### config.mk
export PLATFORM = sky130hd
export DESIGN_NAME = scaled_font_cell_renderer
export DESIGN_NICKNAME = d
export VERILOG_FILES = /design/src/rtl/sfcr_pkg.sv /design/src/rtl/sfcr_font_rom.sv /design/src/rtl/sfcr_clip.sv /design/src/rtl/scaled_font_cell_renderer.sv
export SDC_FILE = /design/constraint.sdc
export NUM_CORES = 1
export LEC_CHECK = 0
export ABC_AREA = 1
export BUFFER_PORTS_ARGS = -buffer_cell sky130_fd_sc_hd__buf_4
export CAP_MARGIN = 30
export CORE_MARGIN = 10
export CORE_UTILIZATION = 40
export DETAILED_ROUTE_END_ITERATION = 12
export GPL_ROUTABILITY_DRIVEN = 1
export GPL_TIMING_DRIVEN = 1
export PLACE_DENSITY_LB_ADDON = 0.05
export SETUP_SLACK_MARGIN = 0.05
export SYNTH_ARGS = -nofsm -noshare
export SYNTH_HDL_FRONTEND = slang
export SYNTH_MEMORY_MAX_BITS = 65536
export SYNTH_SLANG_ARGS = --single-unit
export TNS_END_PERCENT = 5
### constraint.sdc
create_clock -name clock -period 5.4 [get_ports clock]
set_input_delay 0.27 -clock clock [delete_from_list [all_inputs] [get_ports clock]]
set_output_delay 0.27 -clock clock [all_outputs]
set_load 0.02 [all_outputs]
### src/rtl/sfcr_pkg.sv
`timescale 1ns / 1ps
// Shared constants and types of the scaled font cell renderer.
package sfcr_pkg;

   // Glyph geometry of the 5x7 font.
   localparam int GLYPH_ROWS  = 7;
   localparam int GLYPH_COLS  = 5;
   localparam int GLYPH_CELLS = GLYPH_ROWS * GLYPH_COLS;
   localparam int GLYPH_BITS  = GLYPH_CELLS;

   // Default screen size in pixels.
   localparam int DEFAULT_SCREEN_WIDTH  = 240;
   localparam int DEFAULT_SCREEN_HEIGHT = 240;

   // Cursor, cell coordinate, scale and output widths.
   localparam int CURSOR_W = 12;
   localparam int COORD_W  = 13;
   localparam int SCALE_W  = 4;
   localparam int OUT_W    = 8;

   // Index and column counter widths.
   localparam int CELL_W = $clog2(GLYPH_CELLS);
   localparam int COL_W  = $clog2(GLYPH_COLS);

   // Clipped rectangle of one cell.
   typedef struct packed {
      logic [OUT_W-1:0] x_start;
      logic [OUT_W-1:0] y_start;
      logic [OUT_W-1:0] x_end;
      logic [OUT_W-1:0] y_end;
      logic             visible;
   } rect_type;

endpackage

### src/rtl/sfcr_font_rom.sv
`timescale 1ns / 1ps
// Character to 5x7 glyph lookup with lower-case folding.
module sfcr_font_rom import sfcr_pkg::*; (
   input  logic [7:0]            char_code,
   output logic [GLYPH_BITS-1:0] glyph
);

   logic [7:0] folded;

   // Fold lower-case letters onto upper case.
   always_comb begin
      if (char_code >= 8'h61 && char_code <= 8'h7A) begin
         folded = char_code - 8'h20;
      end else begin
         folded = char_code;
      end
   end

   // Rows run top to bottom; within a row the leftmost column is the high bit.
   always_comb begin
      unique case (folded)
         8'h25:   glyph = {5'h19, 5'h1A, 5'h02, 5'h04, 5'h08, 5'h0B, 5'h13};
         8'h2D:   glyph = {5'h00, 5'h00, 5'h00, 5'h1F, 5'h00, 5'h00, 5'h00};
         8'h2E:   glyph = {5'h00, 5'h00, 5'h00, 5'h00, 5'h00, 5'h06, 5'h06};
         8'h30:   glyph = {5'h0E, 5'h11, 5'h13, 5'h15, 5'h19, 5'h11, 5'h0E};
         8'h31:   glyph = {5'h04, 5'h0C, 5'h04, 5'h04, 5'h04, 5'h04, 5'h0E};
         8'h32:   glyph = {5'h0E, 5'h11, 5'h01, 5'h02, 5'h04, 5'h08, 5'h1F};
         8'h33:   glyph = {5'h1E, 5'h01, 5'h01, 5'h0E, 5'h01, 5'h01, 5'h1E};
         8'h34:   glyph = {5'h02, 5'h06, 5'h0A, 5'h12, 5'h1F, 5'h02, 5'h02};
         8'h35:   glyph = {5'h1F, 5'h10, 5'h10, 5'h1E, 5'h01, 5'h01, 5'h1E};
         8'h36:   glyph = {5'h0E, 5'h10, 5'h10, 5'h1E, 5'h11, 5'h11, 5'h0E};
         8'h37:   glyph = {5'h1F, 5'h01, 5'h02, 5'h04, 5'h08, 5'h08, 5'h08};
         8'h38:   glyph = {5'h0E, 5'h11, 5'h11, 5'h0E, 5'h11, 5'h11, 5'h0E};
         8'h39:   glyph = {5'h0E, 5'h11, 5'h11, 5'h0F, 5'h01, 5'h01, 5'h0E};
         8'h3A:   glyph = {5'h00, 5'h04, 5'h04, 5'h00, 5'h04, 5'h04, 5'h00};
         8'h41:   glyph = {5'h0E, 5'h11, 5'h11, 5'h1F, 5'h11, 5'h11, 5'h11};
         8'h42:   glyph = {5'h1E, 5'h11, 5'h11, 5'h1E, 5'h11, 5'h11, 5'h1E};
         8'h43:   glyph = {5'h0E, 5'h11, 5'h10, 5'h10, 5'h10, 5'h11, 5'h0E};
         8'h44:   glyph = {5'h1E, 5'h11, 5'h11, 5'h11, 5'h11, 5'h11, 5'h1E};
         8'h45:   glyph = {5'h1F, 5'h10, 5'h10, 5'h1E, 5'h10, 5'h10, 5'h1F};
         8'h46:   glyph = {5'h1F, 5'h10, 5'h10, 5'h1E, 5'h10, 5'h10, 5'h10};
         8'h47:   glyph = {5'h0E, 5'h11, 5'h10, 5'h17, 5'h11, 5'h11, 5'h0E};
         8'h48:   glyph = {5'h11, 5'h11, 5'h11, 5'h1F, 5'h11, 5'h11, 5'h11};
         8'h49:   glyph = {5'h1F, 5'h04, 5'h04, 5'h04, 5'h04, 5'h04, 5'h1F};
         8'h4B:   glyph = {5'h11, 5'h12, 5'h14, 5'h18, 5'h14, 5'h12, 5'h11};
         8'h4C:   glyph = {5'h10, 5'h10, 5'h10, 5'h10, 5'h10, 5'h10, 5'h1F};
         8'h4D:   glyph = {5'h11, 5'h1B, 5'h15, 5'h15, 5'h11, 5'h11, 5'h11};
         8'h4E:   glyph = {5'h11, 5'h19, 5'h15, 5'h13, 5'h11, 5'h11, 5'h11};
         8'h4F:   glyph = {5'h0E, 5'h11, 5'h11, 5'h11, 5'h11, 5'h11, 5'h0E};
         8'h50:   glyph = {5'h1E, 5'h11, 5'h11, 5'h1E, 5'h10, 5'h10, 5'h10};
         8'h52:   glyph = {5'h1E, 5'h11, 5'h11, 5'h1E, 5'h14, 5'h12, 5'h11};
         8'h53:   glyph = {5'h0F, 5'h10, 5'h10, 5'h0E, 5'h01, 5'h01, 5'h1E};
         8'h54:   glyph = {5'h1F, 5'h04, 5'h04, 5'h04, 5'h04, 5'h04, 5'h04};
         8'h55:   glyph = {5'h11, 5'h11, 5'h11, 5'h11, 5'h11, 5'h11, 5'h0E};
         8'h56:   glyph = {5'h11, 5'h11, 5'h11, 5'h11, 5'h11, 5'h0A, 5'h04};
         8'h57:   glyph = {5'h11, 5'h11, 5'h11, 5'h15, 5'h15, 5'h15, 5'h0A};
         8'h58:   glyph = {5'h11, 5'h11, 5'h0A, 5'h04, 5'h0A, 5'h11, 5'h11};
         8'h59:   glyph = {5'h11, 5'h11, 5'h0A, 5'h04, 5'h04, 5'h04, 5'h04};
         8'h5A:   glyph = {5'h1F, 5'h01, 5'h02, 5'h04, 5'h08, 5'h10, 5'h1F};
         // Space, unknown codes, J and Q all render blank.
         default: glyph = '0;
      endcase
   end

endmodule

### src/rtl/sfcr_clip.sv
`timescale 1ns / 1ps
// Screen clipping of one glyph cell rectangle.
module sfcr_clip import sfcr_pkg::*; #(
   parameter int SCREEN_WIDTH  = DEFAULT_SCREEN_WIDTH,
   parameter int SCREEN_HEIGHT = DEFAULT_SCREEN_HEIGHT
) (
   input  logic [COORD_W-1:0] x_start,
   input  logic [COORD_W-1:0] y_start,
   input  logic [SCALE_W-1:0] scale,
   output rect_type           rect
);

   localparam logic [COORD_W-1:0] MaxX = COORD_W'(SCREEN_WIDTH);
   localparam logic [COORD_W-1:0] MaxY = COORD_W'(SCREEN_HEIGHT);

   logic [COORD_W-1:0] x_end_raw;
   logic [COORD_W-1:0] y_end_raw;
   logic [COORD_W-1:0] x_end;
   logic [COORD_W-1:0] y_end;
   logic               visible;

   // Far edges, limited to the screen size.
   always_comb begin
      x_end_raw = x_start + COORD_W'(scale);
      y_end_raw = y_start + COORD_W'(scale);
      x_end     = (x_end_raw > MaxX) ? MaxX : x_end_raw;
      y_end     = (y_end_raw > MaxY) ? MaxY : y_end_raw;
      visible   = (x_end > x_start) && (y_end > y_start);
   end

   // An empty cell reports zero coordinates.
   always_comb begin
      rect.visible = visible;
      rect.x_start = visible ? x_start[OUT_W-1:0] : '0;
      rect.y_start = visible ? y_start[OUT_W-1:0] : '0;
      rect.x_end   = visible ? x_end[OUT_W-1:0]   : '0;
      rect.y_end   = visible ? y_end[OUT_W-1:0]   : '0;
   end

endmodule

### src/rtl/scaled_font_cell_renderer.sv
`timescale 1ns / 1ps
// The first cell of a character passes the cell registers and then the result register on its way to the result port.
// Each character yields 35 cell rectangles, one cell rectangle per cycle at the result port while it is not stalled.
// The next character is taken in the same cycle as the last cell of the previous one enters the result register.
// Reset clears the cursor, the string top row, the busy flag and the result valid flag; data registers hold.
// Rate is set by the single cell generator, which walks the 35 glyph cells in order.
module scaled_font_cell_renderer import sfcr_pkg::*; #(
   parameter int SCREEN_WIDTH  = DEFAULT_SCREEN_WIDTH,
   parameter int SCREEN_HEIGHT = DEFAULT_SCREEN_HEIGHT
) (
   input  logic                clock,
   input  logic                reset,
   input  logic                req_valid,
   output logic                req_stall,
   input  logic [7:0]          req_char_code,
   input  logic                req_first_of_string,
   input  logic [CURSOR_W-1:0] req_start_x,
   input  logic [CURSOR_W-1:0] req_start_y,
   input  logic [15:0]         req_fg_color,
   input  logic [15:0]         req_bg_color,
   input  logic [SCALE_W-1:0]  req_pixel_scale,
   output logic                rsp_valid,
   input  logic                rsp_stall,
   output logic [OUT_W-1:0]    rsp_rect_x_start,
   output logic [OUT_W-1:0]    rsp_rect_y_start,
   output logic [OUT_W-1:0]    rsp_rect_x_end,
   output logic [OUT_W-1:0]    rsp_rect_y_end,
   output logic [15:0]         rsp_rect_color,
   output logic                rsp_visible,
   output logic                rsp_last_cell
);

   localparam logic [CELL_W-1:0] LastCell  = CELL_W'(GLYPH_CELLS - 1);
   localparam logic [COL_W-1:0]  LastCol   = COL_W'(GLYPH_COLS - 1);
   localparam logic [COORD_W-1:0] CursorMax = COORD_W'((1 << CURSOR_W) - 1);

   // Control state.
   logic                busy_ff, busy_in;
   logic                rsp_valid_ff, rsp_valid_in;
   logic [CURSOR_W-1:0] cursor_x_ff, cursor_x_in;
   logic [CURSOR_W-1:0] line_y_ff, line_y_in;

   // Character being drawn.
   logic [GLYPH_BITS-1:0] glyph_ff, glyph_in;
   logic [CURSOR_W-1:0]   x_base_ff, x_base_in;
   logic [COORD_W-1:0]    x_cell_ff, x_cell_in;
   logic [COORD_W-1:0]    y_cell_ff, y_cell_in;
   logic [SCALE_W-1:0]    scale_ff, scale_in;
   logic [15:0]           fg_ff, fg_in;
   logic [15:0]           bg_ff, bg_in;
   logic [COL_W-1:0]      col_ff, col_in;
   logic [CELL_W-1:0]     cell_ff, cell_in;

   // Result register.
   rect_type    rect_ff, rect_in;
   logic [15:0] color_ff, color_in;
   logic        last_ff, last_in;

   logic                  advance;
   logic                  emit;
   logic                  done;
   logic                  accept;
   logic [CURSOR_W-1:0]   base_x;
   logic [CURSOR_W-1:0]   base_y;
   logic [6:0]            advance_px;
   logic [COORD_W-1:0]    next_x;
   logic [GLYPH_BITS-1:0] rom_glyph;
   rect_type              cell_rect;

   sfcr_font_rom u_font_rom (
      .char_code (req_char_code),
      .glyph     (rom_glyph)
   );

   sfcr_clip #(
      .SCREEN_WIDTH  (SCREEN_WIDTH),
      .SCREEN_HEIGHT (SCREEN_HEIGHT)
   ) u_clip (
      .x_start (x_cell_ff),
      .y_start (y_cell_ff),
      .scale   (scale_ff),
      .rect    (cell_rect)
   );

   // Handshake: a cell moves on when the result register is free or being emptied.
   always_comb begin
      advance   = !rsp_valid_ff || !rsp_stall;
      emit      = busy_ff && advance;
      done      = emit && (cell_ff == LastCell);
      req_stall = busy_ff && !done;
      accept    = req_valid && !req_stall;
   end

   // Cursor for the new character and its saturating advance.
   always_comb begin
      base_x     = req_first_of_string ? req_start_x : cursor_x_ff;
      base_y     = req_first_of_string ? req_start_y : line_y_ff;
      advance_px = 7'({req_pixel_scale, 2'b00}) + 7'({req_pixel_scale, 1'b0});
      next_x     = {1'b0, base_x} + COORD_W'(advance_px);
      cursor_x_in = cursor_x_ff;
      line_y_in   = line_y_ff;
      if (accept) begin
         cursor_x_in = (next_x > CursorMax) ? CursorMax[CURSOR_W-1:0]
                                            : next_x[CURSOR_W-1:0];
         line_y_in   = base_y;
      end
   end

   // Cell walk: load on transfer, then step column by column and row by row.
   always_comb begin
      busy_in   = busy_ff;
      glyph_in  = glyph_ff;
      x_base_in = x_base_ff;
      x_cell_in = x_cell_ff;
      y_cell_in = y_cell_ff;
      scale_in  = scale_ff;
      fg_in     = fg_ff;
      bg_in     = bg_ff;
      col_in    = col_ff;
      cell_in   = cell_ff;
      if (accept) begin
         busy_in   = 1'b1;
         glyph_in  = rom_glyph;
         x_base_in = base_x;
         x_cell_in = {1'b0, base_x};
         y_cell_in = {1'b0, base_y};
         scale_in  = req_pixel_scale;
         fg_in     = req_fg_color;
         bg_in     = req_bg_color;
         col_in    = '0;
         cell_in   = '0;
      end else if (emit) begin
         busy_in  = !done;
         glyph_in = {glyph_ff[GLYPH_BITS-2:0], 1'b0};
         cell_in  = cell_ff + CELL_W'(1);
         if (col_ff == LastCol) begin
            col_in    = '0;
            x_cell_in = {1'b0, x_base_ff};
            y_cell_in = y_cell_ff + COORD_W'(scale_ff);
         end else begin
            col_in    = col_ff + COL_W'(1);
            x_cell_in = x_cell_ff + COORD_W'(scale_ff);
         end
      end
   end

   // Result register load.
   always_comb begin
      rsp_valid_in = advance ? emit : rsp_valid_ff;
      rect_in      = rect_ff;
      color_in     = color_ff;
      last_in      = last_ff;
      if (emit) begin
         rect_in  = cell_rect;
         color_in = glyph_ff[GLYPH_BITS-1] ? fg_ff : bg_ff;
         last_in  = (cell_ff == LastCell);
      end
   end

   // Control registers.
   always_ff @(posedge clock) begin
      if (reset) begin
         busy_ff      <= 1'b0;
         rsp_valid_ff <= 1'b0;
         cursor_x_ff  <= '0;
         line_y_ff    <= '0;
      end else begin
         busy_ff      <= busy_in;
         rsp_valid_ff <= rsp_valid_in;
         cursor_x_ff  <= cursor_x_in;
         line_y_ff    <= line_y_in;
      end
   end

   // Data registers.
   always_ff @(posedge clock) begin
      glyph_ff  <= glyph_in;
      x_base_ff <= x_base_in;
      x_cell_ff <= x_cell_in;
      y_cell_ff <= y_cell_in;
      scale_ff  <= scale_in;
      fg_ff     <= fg_in;
      bg_ff     <= bg_in;
      col_ff    <= col_in;
      cell_ff   <= cell_in;
      rect_ff   <= rect_in;
      color_ff  <= color_in;
      last_ff   <= last_in;
   end

   // Result port.
   assign rsp_valid        = rsp_valid_ff;
   assign rsp_rect_x_start = rect_ff.x_start;
   assign rsp_rect_y_start = rect_ff.y_start;
   assign rsp_rect_x_end   = rect_ff.x_end;
   assign rsp_rect_y_end   = rect_ff.y_end;
   assign rsp_visible      = rect_ff.visible;
   assign rsp_rect_color   = color_ff;
   assign rsp_last_cell    = last_ff;

endmodule

[Word level (Yosys, flattened, before mapping)]
Memory sizes are Yosys's and may differ from the RTL's.
Index checks and enable logic that the tools add are counted.
Storage, ports and cells
  output and inout port bits: 52
  input port bits: 73
  flip-flop bits (word level): 194
  word-level logic and storage cells: 73
  memories: 1
  memory bits (read-only): 4480
Memories
  (name not given): depth 128, width 35, rd ports 1, clocked after Yosys merged registers in 0, write ports 0, RTL line sfcr_font_rom.sv:21  | unique case (folded)
Cells by class
  eq/ne operators: 2
  add/subtract/negate cells: 7
  order comparisons: 7
  mux-type cells: 19
  reduce and logical (&&, ||, !) cells: 15
Operators with widths (count)
  $mux W35: 3
  $mux W12: 8
  $mux W13: 3
  $add A13 B4 Y13: 2
  $gt A13 B13 Y1: 2
  $gt A13 B8 Y1 const B: 2
  $mux W16: 1
  $add A12 B7 Y13: 1
  $gt A13 B12 Y1 const B: 1
  $ge A8 B7 Y1 const B: 1
  $le A8 B7 Y1 const B: 1
  $mux W8: 1
  $sub A8 B6 Y8 const B: 1
  $add A6 B5 Y7: 1
  $add A6 B1 Y6 const B: 1
  $eq A6 B6 Y1 const B: 1
  $logic_and A1 B1 Y1: 6
  $logic_not A1 Y1: 4
  $reduce_and A2 Y1: 2
  $reduce_bool A2 Y1: 2
  $add A3 B1 Y3 const B: 1
  $eq A3 B3 Y1 const B: 1
  $mux W3: 1
  $mux W1: 2
  $logic_or A1 B1 Y1: 1

[Longest topological paths before layout]
  depth in word-level cells: 10
  gate-level depth with buffers: 26
  gate-level depth less buffers: 25

[By module]
From an unflattened synthesis, not the netlist that was laid out.
Second synthesis, totals
  cell total of the unflattened synthesis: 1653
  area total of the unflattened synthesis: 12824.8 um^2
By module, submodules not included
  scaled_font_cell_renderer: seq. area each 5455.2 um^2, area each 8660.8 um^2, cells each 814, instances 1
  sfcr_font_rom: seq. area each 0.0 um^2, area each 2112.0 um^2, cells each 453, instances 1
  sfcr_clip: seq. area each 0.0 um^2, area each 2052.0 um^2, cells each 386, instances 1

[Worst setup path before layout]
OpenSTA, ideal clock, no wires.
  path type: flip-flop to flip-flop
  start point: reg busy_ff
  end point: reg y_cell_ff[0], enable pin
  path buffers: 0
  period minus slack after synthesis: 4657 ps
  arrival: 4303 ps
  stages on the path, launching flop included: 3
  data required time: 5046 ps
  slack: 743 ps
  library setup time: 354 ps
  cells stage by stage: dfxtp_1 o21ai_0 o21a_1
On the way
  word-level cells in the longest chain between the ends: 8
  elaborated cells between the ends (all ways): 9
  classes of those cells: reduce/logical (9)
RTL lines
  from (decl): RTL line scaled_font_cell_renderer.sv:38  | logic busy_ff, busy_in;
  from (signal assigned): RTL line scaled_font_cell_renderer.sv:168  | busy_ff <= busy_in;
  $logic_and A1 B1 Y1: RTL line scaled_font_cell_renderer.sv:88  | emit = busy_ff && advance;
  $logic_and A1 B1 Y1: RTL line scaled_font_cell_renderer.sv:89  | done = emit && (cell_ff == LastCell);
  $logic_not A1 Y1: RTL line scaled_font_cell_renderer.sv:90  | req_stall = busy_ff && !done;
  $logic_and A1 B1 Y1: RTL line scaled_font_cell_renderer.sv:90
  $logic_not A1 Y1: RTL line scaled_font_cell_renderer.sv:91  | accept = req_valid && !req_stall;
  $logic_and A1 B1 Y1: RTL line scaled_font_cell_renderer.sv:91
  $reduce_bool A2 Y1 (no line)
  $reduce_and A2 Y1 (no line) *
  to (signal assigned): RTL line scaled_font_cell_renderer.sv:180  | y_cell_ff <= y_cell_in;
  to (decl): RTL line scaled_font_cell_renderer.sv:47  | logic [COORD_W-1:0] y_cell_ff, y_cell_in;
Every way passes the cells marked *; elsewhere a longest branch is shown, timed or not.
A chain may end at the register's enable or synchronous reset.

[Worst setup path after layout]
  start point: reg y_cell_ff[0]
  end point: reg rect_ff, in the netlist rsp_rect_x_end[3], data pin
On the way
  word-level cells in the longest chain between the ends: 5
RTL lines
  $add A13 B4 Y13 *: RTL line sfcr_clip.sv:25  | y_end_raw = y_start + COORD_W'(scale);
  $gt A13 B8 Y1: RTL line sfcr_clip.sv:27  | y_end = (y_end_raw > MaxY) ? MaxY : y_end_raw;
  $mux W13 *: RTL line sfcr_clip.sv:27
  net u_clip.y_end[5]: RTL line sfcr_clip.sv:19  | logic [COORD_W-1:0] y_end;
  $gt A13 B13 Y1 *: RTL line sfcr_clip.sv:28  | visible = (x_end > x_start) && (y_end > y_start);
  $logic_and A1 B1 Y1 *: RTL line sfcr_clip.sv:28
  to (signal assigned): RTL line scaled_font_cell_renderer.sv:186  | rect_ff <= rect_in;
  to (decl): RTL line scaled_font_cell_renderer.sv:55  | rect_type rect_ff, rect_in;
Mark *: on every way through the listed nets, which the timed path passes. The rest lies on a longest branch.

==> results.py <==
metrics = {
    "floorplan": {
        "fp.dieH_um": 187,
        "rows": 61,
        "start_util_pct": 40.4,
        "die-area_um2": 35000,
        "boundaryPins": 125,
        "die_w_um": 187,
        "design.core.area_um2": 27600,
    },
    "synthesis": {
        "seq_area_frac_synth_pct": 48.9,
        "synth_top_area_share_pct": 42.2,
        "synthTopCellsByArea": "edfxtp_1 (42%), nand2_1 (11%), dfxtp_1 (6.6%)",
        "yosysMostFrequentCell": "nand2_1",
        "yosysTopAreaCell": "edfxtp_1",
        "netlist_top_cells_count": "nand2_1 (315), edfxtp_1 (157), inv_1 (154)",
        "syn_area_per_cell_um2": 8.64,
        "synth_edf_count": 157,
        "synthArstFlopShare_pct": 0,
        "syn_area_um2": 11200,
        "synth_warnings": 0,
        "synthCells": 1292,
        "synth_cell_types": 47,
        "synth-seq-cells": 194,
        "ys.flop_type": "edfxtp_1",
    },
    "timing": {
        "fin_crit_ns": 4.36,
        "max_freq_mhz": 229,
        "fin_crit_sh_pct": 80.7,
        "final_max_slew_viol_count": 0,
        "hold_violations": 0,
        "worst_slew_margin_rel_pct": 37.1,
        "setup_viol": 0,
        "tns_ns": 0,
        "holdWs_ns": 0.0467,
        "fin_skew_ns": 0.0165,
        "rsz0062_at_grt": "no",
        "tightest_slew_ns": 0.944,
    },
    "detailed_routing": {
        "drt_iter0_markers": 774,
        "vias": 9320,
        "route.detailed.drc": 0,
        "finalWirelength_mm": 31.3,
        "drtAntennaViolNets": 0,
        "wl_per_cell_um": 17.2,
        "first_pass_iters": 5,
        "routed_via_density": 5.11,
    },
    "worst_hold_path": {
        "min_path_type": "in2reg",
    },
    "worst_setup_path": {
        "rr_endpoint": "rsp_rect_x_end[3]",
        "worst_ep_arrival_time_ns": 4.52,
        "r2r_setup_slack_ns": 1.04,
        "r2r_start": "y_cell_ff[0]",
        "cp-start-kind": "register",
        "worstPathRequired_ns": 5.56,
        "crit_end": "rsp_rect_x_end[3]",
        "critPathKind": "reg2reg",
        "critPathMaxFanout": 33,
        "cp-end-kind": "register",
        "cp-startpoint": "y_cell_ff[0]",
        "reg2regPathDepth": 22,
    },
    "cts": {
        "insertion_delay_ns": 0.44,
        "holdBufCountCts": 31,
        "cts-root-buf": "clkbuf_16",
        "clock_path_buffers": 2,
        "cts_tree": "yes",
        "cts_setup_buffers": 0,
        "cts_sinks": 194,
        "cts_buffers": 17,
        "ctsResizeCount": 0,
        "h-tree-depth": 4,
        "clkTransAtPathRegs_ns": 0.08,
    },
    "run": {
        "max-cap-violations": 0,
    },
    "placed_design": {
        "dp_hpwl_mm": 23.2,
        "gp_congestion": 0.979,
        "port_buffers": 124,
        "dp_cells": 1761,
    },
    "global_routing": {
        "grt_pass1_vias": 9254,
        "antenna_found_initial": 0,
        "grt_overflow": 0,
        "grt_max_degree": 82,
        "grt_pass1_wl_mm": 50.7,
        "grt_use_total_pct": 17.8,
    },
    "power": {
        "ir_drop_mv": 0.139,
        "finalPower_uw": 3970,
        "cellPowerDensity_nw_per_um2": 297,
        "p_leak_uw": 0.00576,
    },
    "cells_and_area": {
        "fillCellCount": 2758,
        "nets": 1561,
        "n_antenna_cell": 0,
        "instances_no_fill": 1825,
        "syn2layout_area_growth_pct": 19.8,
        "drive_above_1_share_pct": 16.5,
    },
    "run_status": {
        "outcome": "finished clean",
    },
}
-- cell type report --
cell class / instances / area [µm²] / share of cell area (%)
Multi-Input combinational cell: 896 / 4930 / 36.9
Tap cell: 378 / 473 / 3.53
Clock buffer: 18 / 429 / 3.21
Timing Repair Buffer: 163 / 1320 / 9.84
Inverter: 162 / 608 / 4.54
Clock inverter: 14 / 166 / 1.24
Sequential cell: 194 / 5460 / 40.8
-- power breakdown --
group          switching, µW  leakage [µW]  internal (µW)  total, µW
Sequential              65.3       0.00183           1780       1840
Combinational            539       0.00364            306        845
Clock                    652      0.000286            626       1280
-- kinds of logic after synthesis --
kind of cell | synth area share, %
mux | 1.61
xor+xnor | 0.863
flops | 48.9
buf+inv | 7.37
other cells | 0.0336
simple gates | 22.1
fa+ha+maj | 6.45
compound gates | 12.7
-- layer usage --
layer	GRT usage, %	up-vias	routed length [µm]
met5	0	-	0
li1	-	4644	-
met3	2.93	43	1370
met2	28.5	258	14600
met4	5.65	0	688
met1	24.1	4375	14700
-- worst min-delay path by stage --
stage / from / endpoint / slack, ns / depth (start not counted)
CTS: req_bg_color[3] / bg_ff[3] / 0.0002 / 1
global route: req_pixel_scale[3] / scale_ff[3] / 0.05 / 1
floorplan: req_bg_color[0] / bg_ff[0] / 0.37 / 0
finish: req_valid / busy_ff / 0.05 / 3
global placement: line_y_ff[4] / line_y_ff[4] / 0.45 / 2
detailed placement: req_fg_color[8] / fg_ff[8] / 0.45 / 1
-- critical path, cell delays in order (launching register included) --
cell and delay, ns:
edfxtp_1 0.46, ha_1 0.28, fa_1 0.46, xnor2_1 0.30, nand3_1 0.13, nor2_1 0.14
nor2_1 0.05, nand3_1 0.06, nand2_1 0.09, nor2_4 0.17, inv_1 0.12, nor2_1 0.23
inv_1 0.08, ha_1 0.28, nand3_1 0.09, nor3_1 0.16, nand2_1 0.07, a21oi_1 0.11
nand3_1 0.09, nand2_1 0.08, inv_2 0.04, nand3_4 0.50, nor2_1 0.09
-- through the flow --
stage | setup slack, ns | util, % | instance area [µm²]
final | 1.04 | 48.4 | 13400
after global routing | 0.630 | 48.4 | 13400
after global placement | 1.18 | 45.0 | 12400
after CTS | 1.04 | 48.4 | 13400
after detailed placement | 1.07 | 45.1 | 12500
after floorplan | 0.743 | - | 11200
-- state kept, by name, summed over array words and instances (netlist names), 6 cells and up --
| register | cells |
|---|---|
| glyph_ff | 35 |
| bg_ff | 16 |
| fg_ff | 16 |
| rsp_rect_color | 16 |
| x_cell_ff | 13 |
| y_cell_ff | 13 |
| cursor_x_ff | 12 |
| line_y_ff | 12 |
| x_base_ff | 12 |
| rsp_rect_x_end | 8 |
| rsp_rect_x_start | 8 |
| rsp_rect_y_end | 8 |
| rsp_rect_y_start | 8 |
| cell_ff | 6 |
-- layout by cell type, fill, tap and decap left out, types with 8 or more instances in the layout --
cell	count
a21oi_1	70
a31oi_1	16
a32o_1	16
buf_4	130
clkbuf_16	17
conb_1	8
dfxtp_1	37
dlygate4sd3_1	32
edfxtp_1	157
ha_1	48
inv_1	153
mux2_2	16
nand2_1	315
nand3_1	56
nand4_1	11
nor2_1	101
nor2_2	21
nor2_4	12
nor3_1	24
o21ai_0	105
o31ai_1	9
or2_2	10
xor2_1	8
Note: power is estimated with default switching activity, not from simulation.
